$ cat config.mk
export PLATFORM = sky130hd
export DESIGN_NAME = json_string_escaper
export DESIGN_NICKNAME = d
export VERILOG_FILES = /design/src/jse_pkg.sv /design/src/json_string_escaper.sv /design/src/jse_encode.sv
export SDC_FILE = /design/constraint.sdc
export NUM_CORES = 1
export LEC_CHECK = 0
export BUFFER_PORTS_ARGS = -buffer_cell sky130_fd_sc_hd__buf_2
export CAP_MARGIN = 20
export CELL_PAD_IN_SITES_DETAIL_PLACEMENT = 0
export CELL_PAD_IN_SITES_GLOBAL_PLACEMENT = 1
export CORE_ASPECT_RATIO = 0.75
export CORE_UTILIZATION = 38
export CTS_CLUSTER_SIZE = 10
export DETAILED_ROUTE_END_ITERATION = 10
export PLACE_DENSITY_LB_ADDON = 0.1
export SYNTH_ARGS = -nofsm -noshare
export SYNTH_HDL_FRONTEND = slang
export SYNTH_SLANG_ARGS = --single-unit
$ cat constraint.sdc
create_clock -name clk_i -period 2.5 [get_ports clk_i]
set_clock_uncertainty 0.1 [all_clocks]
set_input_delay 0.375 -clock clk_i [delete_from_list [all_inputs] [get_ports clk_i]]
set_output_delay 0.375 -clock clk_i [all_outputs]
set_load 0.01 [all_outputs]
$ cat src/jse_pkg.sv
// Shared types, constants and helper functions for the JSON string escaper.
package jse_pkg;

  localparam int unsigned CpW    = 21;
  localparam int unsigned NBytes = 6;
  localparam int unsigned CntW   = 3;

  localparam logic [CpW-1:0] SurrLo  = 21'h00D800;
  localparam logic [CpW-1:0] SurrHi  = 21'h00DFFF;
  localparam logic [CpW-1:0] CpMax   = 21'h10FFFF;
  localparam logic [CpW-1:0] CtrlMax = 21'd31;
  localparam logic [CpW-1:0] LtChar  = 21'h00003C;
  localparam logic [CpW-1:0] DelChar = 21'd127;
  localparam logic [CpW-1:0] LineSep = 21'h002028;
  localparam logic [CpW-1:0] ParaSep = 21'h002029;

  localparam logic [7:0] AsciiBslash = 8'h5C;
  localparam logic [7:0] AsciiU      = 8'h75;

  localparam logic [CntW-1:0] CntNone  = 3'd0;
  localparam logic [CntW-1:0] CntOne   = 3'd1;
  localparam logic [CntW-1:0] CntTwo   = 3'd2;
  localparam logic [CntW-1:0] CntThree = 3'd3;
  localparam logic [CntW-1:0] CntFour  = 3'd4;
  localparam logic [CntW-1:0] CntSix   = 3'd6;

  typedef struct packed {
    logic [NBytes-1:0][7:0] bytes;
    logic [CntW-1:0]        count;
    logic                   bad;
  } jse_result_t;

  // returns 0 when the code point has no two-byte escape
  function automatic logic [7:0] short_escape(input logic [CpW-1:0] c);
    logic [7:0] r;
    case (c)
      21'd8:     r = 8'h62;  // b
      21'd9:     r = 8'h74;  // t
      21'd10:    r = 8'h6E;  // n
      21'd12:    r = 8'h66;  // f
      21'd13:    r = 8'h72;  // r
      21'h22:    r = 8'h22;  // "
      21'h5C:    r = 8'h5C;  // backslash
      default:   r = 8'h00;
    endcase
    return r;
  endfunction

  function automatic logic [7:0] hex_digit(input logic [3:0] n);
    logic [7:0] r;
    if (n < 4'd10) begin
      r = 8'h30 + {4'h0, n};
    end else begin
      r = 8'h57 + {4'h0, n};
    end
    return r;
  endfunction

endpackage

$ cat src/json_string_escaper.sv
// Top level of the JSON string escaper: input register, encoder, result register.
//
//  channel | dir | tdata (low bit up)                          | tuser
//  s_axis  | in  | code_point[20:0], zero pad to 24            | -
//  m_axis  | out | byte0..byte5, byte_count[2:0], pad to 56     | bad_code_point
//
// One transaction per cycle sustained while m_axis does not stall; a transaction
// passes the input register, then the result register, the encoder sitting between them.
// Reset clears only the two valid flags; payload registers are not reset.
// A stall on m_axis holds the result register; the input register still takes
// a new transaction while it is empty or moving into the result register.
module json_string_escaper import jse_pkg::*; (
  input  logic        clk_i,
  input  logic        rst_ni,
  input  logic        s_axis_tvalid_i,
  output logic        s_axis_tready_o,
  input  logic [23:0] s_axis_tdata_i,   // code_point[20:0], zero pad
  output logic        m_axis_tvalid_o,
  input  logic        m_axis_tready_i,
  output logic [55:0] m_axis_tdata_o,   // byte0..byte5, byte_count, zero pad
  output logic        m_axis_tuser_o    // bad_code_point
);

  logic           in_valid_q;
  logic [CpW-1:0] in_cp_q;
  logic           out_valid_q;
  jse_result_t    out_res_q;
  jse_result_t    enc_res;
  logic           out_ready;
  logic           in_ready;

  assign out_ready = !out_valid_q || m_axis_tready_i;
  assign in_ready  = !in_valid_q || out_ready;

  always_ff @(posedge clk_i or negedge rst_ni) begin
    if (!rst_ni) begin
      in_valid_q <= 1'b0;
    end else if (in_ready) begin
      in_valid_q <= s_axis_tvalid_i;
    end
  end

  always_ff @(posedge clk_i) begin
    if (in_ready && s_axis_tvalid_i) begin
      in_cp_q <= s_axis_tdata_i[CpW-1:0];
    end
  end

  jse_encode u_encode (
    .cp_i  (in_cp_q),
    .res_o (enc_res)
  );

  always_ff @(posedge clk_i or negedge rst_ni) begin
    if (!rst_ni) begin
      out_valid_q <= 1'b0;
    end else if (out_ready) begin
      out_valid_q <= in_valid_q;
    end
  end

  always_ff @(posedge clk_i) begin
    if (out_ready && in_valid_q) begin
      out_res_q <= enc_res;
    end
  end

  assign s_axis_tready_o = in_ready;
  assign m_axis_tvalid_o = out_valid_q;
  assign m_axis_tdata_o  = {5'b0, out_res_q.count, out_res_q.bytes[5], out_res_q.bytes[4],
                            out_res_q.bytes[3], out_res_q.bytes[2], out_res_q.bytes[1],
                            out_res_q.bytes[0]};
  assign m_axis_tuser_o  = out_res_q.bad;

  a_bad_no_bytes: assert property (@(posedge clk_i) disable iff (!rst_ni)
    out_valid_q && out_res_q.bad |-> out_res_q.count == CntNone && out_res_q.bytes == '0)
    else $error("bad code point carries bytes");

  a_good_has_bytes: assert property (@(posedge clk_i) disable iff (!rst_ni)
    out_valid_q && !out_res_q.bad |-> out_res_q.count != CntNone)
    else $error("valid code point with zero bytes");

  a_uesc_prefix: assert property (@(posedge clk_i) disable iff (!rst_ni)
    out_valid_q && out_res_q.count == CntSix |->
      out_res_q.bytes[0] == AsciiBslash && out_res_q.bytes[1] == AsciiU)
    else $error("six-byte result without u escape prefix");

  a_in_hold: assert property (@(posedge clk_i) disable iff (!rst_ni)
    in_valid_q && !out_ready |=> in_valid_q && $stable(in_cp_q))
    else $error("input register lost a stalled transaction");

endmodule

$ cat src/jse_encode.sv
// Combinational escape or UTF-8 encoding of a code point, or a bad flag.
module jse_encode import jse_pkg::*; (
  input  logic [CpW-1:0] cp_i,
  output jse_result_t    res_o
);

  logic [7:0] letter;
  logic       is_bad;
  logic       is_uesc;

  assign letter  = short_escape(cp_i);
  assign is_bad  = (cp_i >= SurrLo && cp_i <= SurrHi) || (cp_i > CpMax);
  assign is_uesc = (cp_i <= CtrlMax) || (cp_i == LtChar) || (cp_i == DelChar) ||
                   (cp_i == LineSep) || (cp_i == ParaSep);

  always_comb begin
    res_o = '0;
    if (is_bad) begin
      res_o.bad = 1'b1;
    end else if (letter != 8'h00) begin
      res_o.bytes[0] = AsciiBslash;
      res_o.bytes[1] = letter;
      res_o.count    = CntTwo;
    end else if (is_uesc) begin
      res_o.bytes[0] = AsciiBslash;
      res_o.bytes[1] = AsciiU;
      res_o.bytes[2] = hex_digit(cp_i[15:12]);
      res_o.bytes[3] = hex_digit(cp_i[11:8]);
      res_o.bytes[4] = hex_digit(cp_i[7:4]);
      res_o.bytes[5] = hex_digit(cp_i[3:0]);
      res_o.count    = CntSix;
    end else if (cp_i < 21'h80) begin
      res_o.bytes[0] = {1'b0, cp_i[6:0]};
      res_o.count    = CntOne;
    end else if (cp_i < 21'h800) begin
      res_o.bytes[0] = {3'b110, cp_i[10:6]};
      res_o.bytes[1] = {2'b10, cp_i[5:0]};
      res_o.count    = CntTwo;
    end else if (cp_i < 21'h10000) begin
      res_o.bytes[0] = {4'b1110, cp_i[15:12]};
      res_o.bytes[1] = {2'b10, cp_i[11:6]};
      res_o.bytes[2] = {2'b10, cp_i[5:0]};
      res_o.count    = CntThree;
    end else begin
      res_o.bytes[0] = {5'b11110, cp_i[20:18]};
      res_o.bytes[1] = {2'b10, cp_i[17:12]};
      res_o.bytes[2] = {2'b10, cp_i[11:6]};
      res_o.bytes[3] = {2'b10, cp_i[5:0]};
      res_o.count    = CntFour;
    end
  end

endmodule

==> results of run 1 <==
[synthesized netlist by cell type, types with 2 or more instances]
| master | count | area share [%] |
|---|---|---|
| and2_1 | 5 | 0.83 |
| nor2_1 | 30 | 3.0 |
| inv_1 | 18 | 1.8 |
| nand2_1 | 18 | 1.8 |
| a31oi_1 | 5 | 0.83 |
| buf_2 | 2 | 0.27 |
| o311ai_0 | 4 | 0.93 |
| xnor2_1 | 4 | 0.93 |
| ha_1 | 16 | 5.3 |
| a2bb2oi_1 | 2 | 0.47 |
| a21oi_1 | 28 | 3.7 |
| a22oi_1 | 7 | 1.4 |
| nand4_1 | 7 | 1.2 |
| o21ai_0 | 19 | 2.5 |
| and3_1 | 4 | 0.67 |
| nand3_1 | 5 | 0.67 |
| clkbuf_1 | 13 | 1.3 |
| o22ai_1 | 4 | 0.67 |
| nand2b_1 | 4 | 0.67 |
| nor2b_1 | 4 | 0.67 |
| a221oi_1 | 2 | 0.47 |
| edfxtp_1 | 70 | 56 |
| buf_6 | 3 | 0.90 |
| buf_4 | 8 | 1.6 |
| nor3b_1 | 2 | 0.40 |
| dfrtp_1 | 2 | 1.3 |
| a211oi_1 | 6 | 1.2 |
| nor4_1 | 4 | 0.67 |
| nor3_1 | 6 | 0.80 |
[final cells by class]
| type | count | area, µm² |
|---|---|---|
| inverters | 19 | 72.57 |
| flip-flops and latches | 72 | 2152 |
| multi-input cells | 222 | 1639 |
| clock inverters | 7 | 85.08 |
| fillers | 860 | 4204 |
| repair buffers | 159 | 1076 |
| well taps | 132 | 165.2 |
| clock buffers | 9 | 225.2 |
[report_power, final]
part	leakage (nW)	internal (mW)	switching [mW]	total (mW)
Clock	0.152	0.863	0.473	1.34
Combinational	1.39	0.218	0.272	0.490
Sequential	0.708	1.43	0.0402	1.47
[worst register-to-register path: cells and delay by family (launching register included)]
family,cells,cell delay (ns)
buffers and inverters,3,0.49
adder cells (fa/ha/maj),1,0.22
AND/OR/NAND/NOR,1,0.09
flip-flops,1,0.47
AO/OA/AOI/OAI,4,0.99
[how the worst max path moves through the flow]
stage,start,end
global placement,in_cp_q[1]$_DFFE_PP_,m_axis_tdata_o[0]$_SDFFCE_PP0P_
floorplan,in_cp_q[1]$_DFFE_PP_,m_axis_tdata_o[24]$_SDFFCE_PP0P_
CTS,in_cp_q[1]$_DFFE_PP_,m_axis_tdata_o[16]$_SDFFCE_PP0P_
global route,in_cp_q[1]$_DFFE_PP_,m_axis_tdata_o[33]$_SDFFCE_PP0P_
detailed placement,in_cp_q[1]$_DFFE_PP_,m_axis_tdata_o[41]$_SDFFCE_PP0P_
finish,in_cp_q[1]$_DFFE_PP_,m_axis_tdata_o[1]$_SDFFCE_PP0P_
[timing repair]
action | in CTS | in global routing
hold endpoints to repair | 2 | 0
resized for setup | 15 | 40
setup buffers | 3 | 10
setup endpoints to repair | 38 | 40
pin swaps | 4 | 6
gates cloned | 0 | 1
hold buffers | 1 | 0
[logic make-up (layout without fill, tap and decap cells)]
kind of cell,after synthesis,count (layout),synth area share (%)
xor+xnor,4,4,0.9320
buf+inv,47,194,6.191
other cells,1,11,0.09977
fa+ha+maj,16,16,5.326
compound gates,89,89,15.15
flops,72,72,57.26
simple gates,102,102,15.05
[flip-flops by register name (all words and copies together) (netlist names)]
signal           count
in_cp_q             21
in_valid_q           1
m_axis_tdata_o      48
m_axis_tuser_o       1
m_axis_tvalid_o      1
[stage by stage]
step | setup TNS [ns] | hold slack [ns] | utilization [%]
after global routing | -2.026 | 0.09791 | 56.30
after floorplan | 0 | -0.02059 | -
after CTS | -0.03552 | 0.09872 | 53.51
after global placement | -1.822 | 0.06194 | 49.26
final | -0.01771 | 0.1099 | 56.30
after detailed placement | -2.629 | 0.06340 | 49.26
[metal layers]
layer	global-route usage (%)	routed length, µm
met1	29.18	5124
met4	8.285	238
met2	28.56	4158
met3	4.913	425
met5	0	0
==> results.md, run 1 <==
* Vias in the first global route at 2757
* Post-synthesis instance total at 331
* Worst-path cell chain: ha_2 > buf_4 > a221oi_2 > a21oi_2 > a311oi_4 > buf_4 > nand3_2 > buf_8 > a211oi_2
* CP peak stage delay at 0.47 ns
* Place WS at -0.1577 ns
* Final hold vios at 0
* Dpl cells at 589
* FF-to-FF Start: in_cp_q[1]$_DFFE_PP_
* Pwr/cell area at 608.9 mW/mm²
* Pin count of the biggest net entering global routing at 50
* Horiz. Die Dim at 116.8 µm
* Clock Path Buffers at 2
* Routed WL per cell at 16.04 µm
* Crit-path slowest cell: edfxtp_1
* Hold Startpoint: s_axis_tdata_i[8]
* Finished Layout Cells at 620
* Max Cap Viol at 0
* Drt first-iter violations at 129
* EDFF count, synth at 70
* Clk sinks at 72
* Effective utilization at floorplan at 39.07%
* Status: complete, but fails checks
* CP delay by family, top: compound AO/OA/AOI/OAI gates
* Crit path arrival time at 2.58 ns
* R2r setup slk at -0.005 ns
* Max-slew headroom at 45.79%
* Avg Cell Area, Syn at 11.36 µm²
* CTS Buf Count at 9
* Setup Crit Path Kind: flop to flop
* Final min period at 2.505 ns
* Netlist cell types at 58
* Root buf cell: clkbuf_16
* Total gr overflow at 0
* Reg2Reg Depth at 9
* Total track usage at 20.12%
* Final ANT Viol Nets at 0
* Placed Area at 0.004738 mm²
* Chip Height at 88.13 µm
* WL final at 9947 µm
* Synthesis-to-finish area growth at 44.07%
* CTS tree: yes
* Worst hold path type: input pin to flop
* Inserted Diodes at 0
* Reg-to-Reg End: m_axis_tdata_o[1]$_SDFFCE_PP0P_
* DP HPWL at 7262 µm
* Final instance area at 0.005415 mm²
* Leakage at 2.250 nW
* Overall power at 3.297 mW
* CP Depth at 9
* Startpoint types: flop
* Drt via density at 4.944
* H-tree levels at 3
* CP Data Required Time at 2.57 ns
* WHS Endpoint: in_cp_q[8]$_DFFE_PP_
* Share of layout cells above drive strength 1 at 45.90%
* Row cnt at 31
* Slew Limit Fails at 0
* Mapped cell area at 0.003759 mm²
* Worst-Margin Slew at 0.8131 ns
* RSZ-0062 raised after global routing: yes
* Die footprint at 0.01030 mm²
* CP endpoint kind: flop
* Yosys warnings at 0
* Nets@finish at 527
* Crit-path max FO at 8
* Post-route DRC at 0
* Setup ws final at -0.005491 ns
* Initial antenna violation count at 0
* Post-synthesis sequential element count at 72
* Maximum VDD drop at 447.1 µV
* Most frequent cells in the layout: buf_2 (76), buf_4 (75), edfxtp_1 (70)
* Violated checks: setup timing
* First-pass GRT wire length at 14860 µm
* Core area at 0.009619 mm²
* CP most frequent cell: buf_4
* Worst-path clk slew at 0.06 ns
* Commonest non-fill, non-tap cell in the layout: buf_2
* Worst path buffer plus inverter count at 3
* Seq/Total Area, Yosys at 57.26%
* Vias post-DR at 3065
* Async set or reset register ratio after synthesis at 2.778%
* Fmax at 0.3991 GHz
* Ys flop type: edfxtp_1
* Worst-Skew Late Latency at 0.34 ns
* Final GP Congestion at 0.8803
* Setup violators final at 4
* Port Buffer Count at 76
* Worst Hold Depth at 1
* Period utilization at 100.2%
* Detailed Routing Iterations Pass 1 at 4
* I/O Pins at 87
(Power assumes the default switching activity.)
==> run 2, diff against run 1 <==
BUFFER_PORTS_ARGS = -buffer_cell sky130_fd_sc_hd__buf_4   (was -buffer_cell sky130_fd_sc_hd__buf_2)
==> run 2 against run 1 <==
  * The run still ends with setup timing left
  * Sequential power barely moved
  * Total power rose by 0.20%
  * Critical path depth fell by 2
  * Register-to-register slack barely moved
  * Critical endpoint is now m_axis_tdata_o[12]$_SDFFCE_PP0P_
  * Largest power group unchanged
==> results.md, run 2 (same netlist as run 1, synthesis figures left out) <==
* Final min period at 2.515 ns (+0.009135 ns)
* Final instance area at 0.005448 mm² (+0.60%)
* Setup ws final at -0.01463 ns (-0.009135 ns)
* Pwr/cell area at 606.4 mW/mm² (-0.40%)
* Startpoint types: flop
* H-tree levels at 3 (unchanged)
* Worst hold path type: input pin to flop
* CTS tree: yes
* Routed WL per cell at 15.50 µm (-3.4%)
* Post-route DRC at 0 (unchanged)
* Synthesis-to-finish area growth at 44.94%
* Chip Height at 88.13 µm (unchanged)
* Drt first-iter violations at 117 (-9.3%)
* WL final at 9612 µm (-3.4%)
* Commonest non-fill, non-tap cell in the layout: buf_4
* RSZ-0062 raised after global routing: yes
* Initial antenna violation count at 0 (unchanged)
* Vias in the first global route at 2758 (+0.036%)
* I/O Pins at 87 (unchanged)
* Detailed Routing Iterations Pass 1 at 4 (unchanged)
* Finished Layout Cells at 620 (unchanged)
* Max-slew headroom at 45.02% (-0.78 points)
* Row cnt at 31 (unchanged)
* Final hold vios at 0 (unchanged)
* Core area at 0.009619 mm² (unchanged)
* CP endpoint kind: flop
* CP Data Required Time at 2.55 ns (-0.02 ns)
* Maximum VDD drop at 423.2 µV (-5.3%)
* Worst-path clk slew at 0.06 ns (about the same)
* Worst-Skew Late Latency at 0.33 ns (about the same)
* Crit-path max FO at 7 (-1)
* Leakage at 2.262 nW (+0.54%)
* Share of layout cells above drive strength 1 at 42.21% (-3.7 points)
* Root buf cell: clkbuf_16
* Effective utilization at floorplan at 39.07% (unchanged)
* DP HPWL at 7296 µm (+0.47%)
* Drt via density at 4.865 (-1.6%)
* Die footprint at 0.01030 mm² (unchanged)
* Clk sinks at 72 (unchanged)
* Final ANT Viol Nets at 0 (unchanged)
* Final GP Congestion at 0.9081 (+3.2%)
* Slew Limit Fails at 0 (unchanged)
* First-pass GRT wire length at 14570 µm (-2.0%)
* Total gr overflow at 0 (unchanged)
* Filler instances at 864 (+0.47%)
* Total track usage at 19.57% (-0.55 points)
* Setup violators final at 1 (-3)
* Horiz. Die Dim at 116.8 µm (unchanged)
* Dpl cells at 597 (+1.4%)
* Status: complete, but fails checks
* Clock Path Buffers at 2 (unchanged)
* Max Cap Viol at 0 (unchanged)
* Inserted Diodes at 0 (unchanged)
* Largest register FFs at 48 (unchanged)
* Fmax at 0.3977 GHz (-0.36%)
* Crit path arrival time at 2.56 ns (-0.02 ns)
* Violated checks: setup timing
* Worst-Margin Slew at 0.8247 ns (+0.01165 ns)
* Period utilization at 100.6% (+0.37 points)
* Pin count of the biggest net entering global routing at 50 (unchanged)
* Placed Area at 0.004976 mm² (+5.0%)
* CTS Buf Count at 9 (unchanged)
* Setup Crit Path Kind: flop to flop
* Nets@finish at 527 (unchanged)
* Vias post-DR at 3016 (-1.6%)
* Most frequent cells in the layout: buf_4 (152), edfxtp_1 (70), nor2_1 (29)
* Port Buffer Count at 76 (unchanged)
## run 2: cell count changes in the layout (fill, tap and decap cells not counted), sizes merged
cell	delta
clkinv	-2
clkinvlp	+2
inv	-1
nand3b	+1
## run 2: routing by layer
| layer | share of wire [%] | global-route usage (%) | wire length, µm |
|---|---|---|---|
| met1 | 51 | 28.72 | 4887 |
| met2 | 42 | 28.94 | 4082 |
| met3 | 5.5 | 4.291 | 533 |
| met4 | 1.1 | 5.639 | 108 |
| met5 | 0 | 0 | 0 |
## run 2: worst paths after layout
kind	start	endpoint	slack, ns	depth (start not counted)
min in group asynchronous	rst_ni	m_axis_tvalid_o$_DFFE_PN0P_	0.27	2
setup / recovery	in_cp_q[19]$_DFFE_PP_	m_axis_tdata_o[12]$_SDFFCE_PP0P_	-0.01	7
setup reg to reg	in_cp_q[19]$_DFFE_PP_	m_axis_tdata_o[12]$_SDFFCE_PP0P_	-0.01	7
hold / removal	s_axis_tdata_i[1]	in_cp_q[1]$_DFFE_PP_	0.11	1
hold reg to reg	in_valid_q$_DFFE_PN0N_	m_axis_tvalid_o$_DFFE_PN0P_	0.39	1
max in group asynchronous	rst_ni	in_valid_q$_DFFE_PN0N_	1.94	2
## run 2: timing repair
item | in CTS | in global routing
pin swaps | 3 | 8
hold buffers | 1 | 0
gates cloned | 0 | 1
endpoints found under the setup margin | 14 | 39
hold endpoints to repair | 2 | 0
resized for setup | 7 | 22
setup buffers | 1 | 4
## run 2: power breakdown
group | total [mW] | internal, mW | switching (mW)
sequential | 1.47 | 1.43 | 0.0403
combinational | 0.505 | 0.247 | 0.258
clock | 1.33 | 0.867 | 0.459
## run 2: area by class of cell
cell class	count	area, µm²	area share, %
timing repair buffer	158	1225	22.49
tap	132	165.2	3.032
inverter	19	72.57	1.332
clock inverter	6	83.83	1.539
multi-input combinational	223	1520	27.91
clock buffer	10	229.0	4.203
sequential	72	2152	39.50
## run 2: worst max-delay path: stages, from the launching register on
cell and delay (ns):
edfxtp_1 0.40, or4_4 0.60, or2_4 0.27, nor4_4 0.27, a311oi_2 0.08, buf_4 0.19
and2_4 0.16, a221oi_2 0.27
## run 2: metrics by stage
step	hold WS, ns	util [%]	worst slack, ns	power [mW]	TNS [ns]
floorplan	-0.02059	-	0.004294	1.713	0
global placement	0.05832	51.73	-0.05518	1.976	-0.1614
detailed placement	0.05962	51.73	-0.09752	1.982	-0.3398
CTS	0.1028	55.42	-0.04693	3.318	-0.1292
global route	0.1017	56.63	-0.1056	3.446	-1.197
finish	0.1127	56.63	-0.01463	3.304	-0.01463
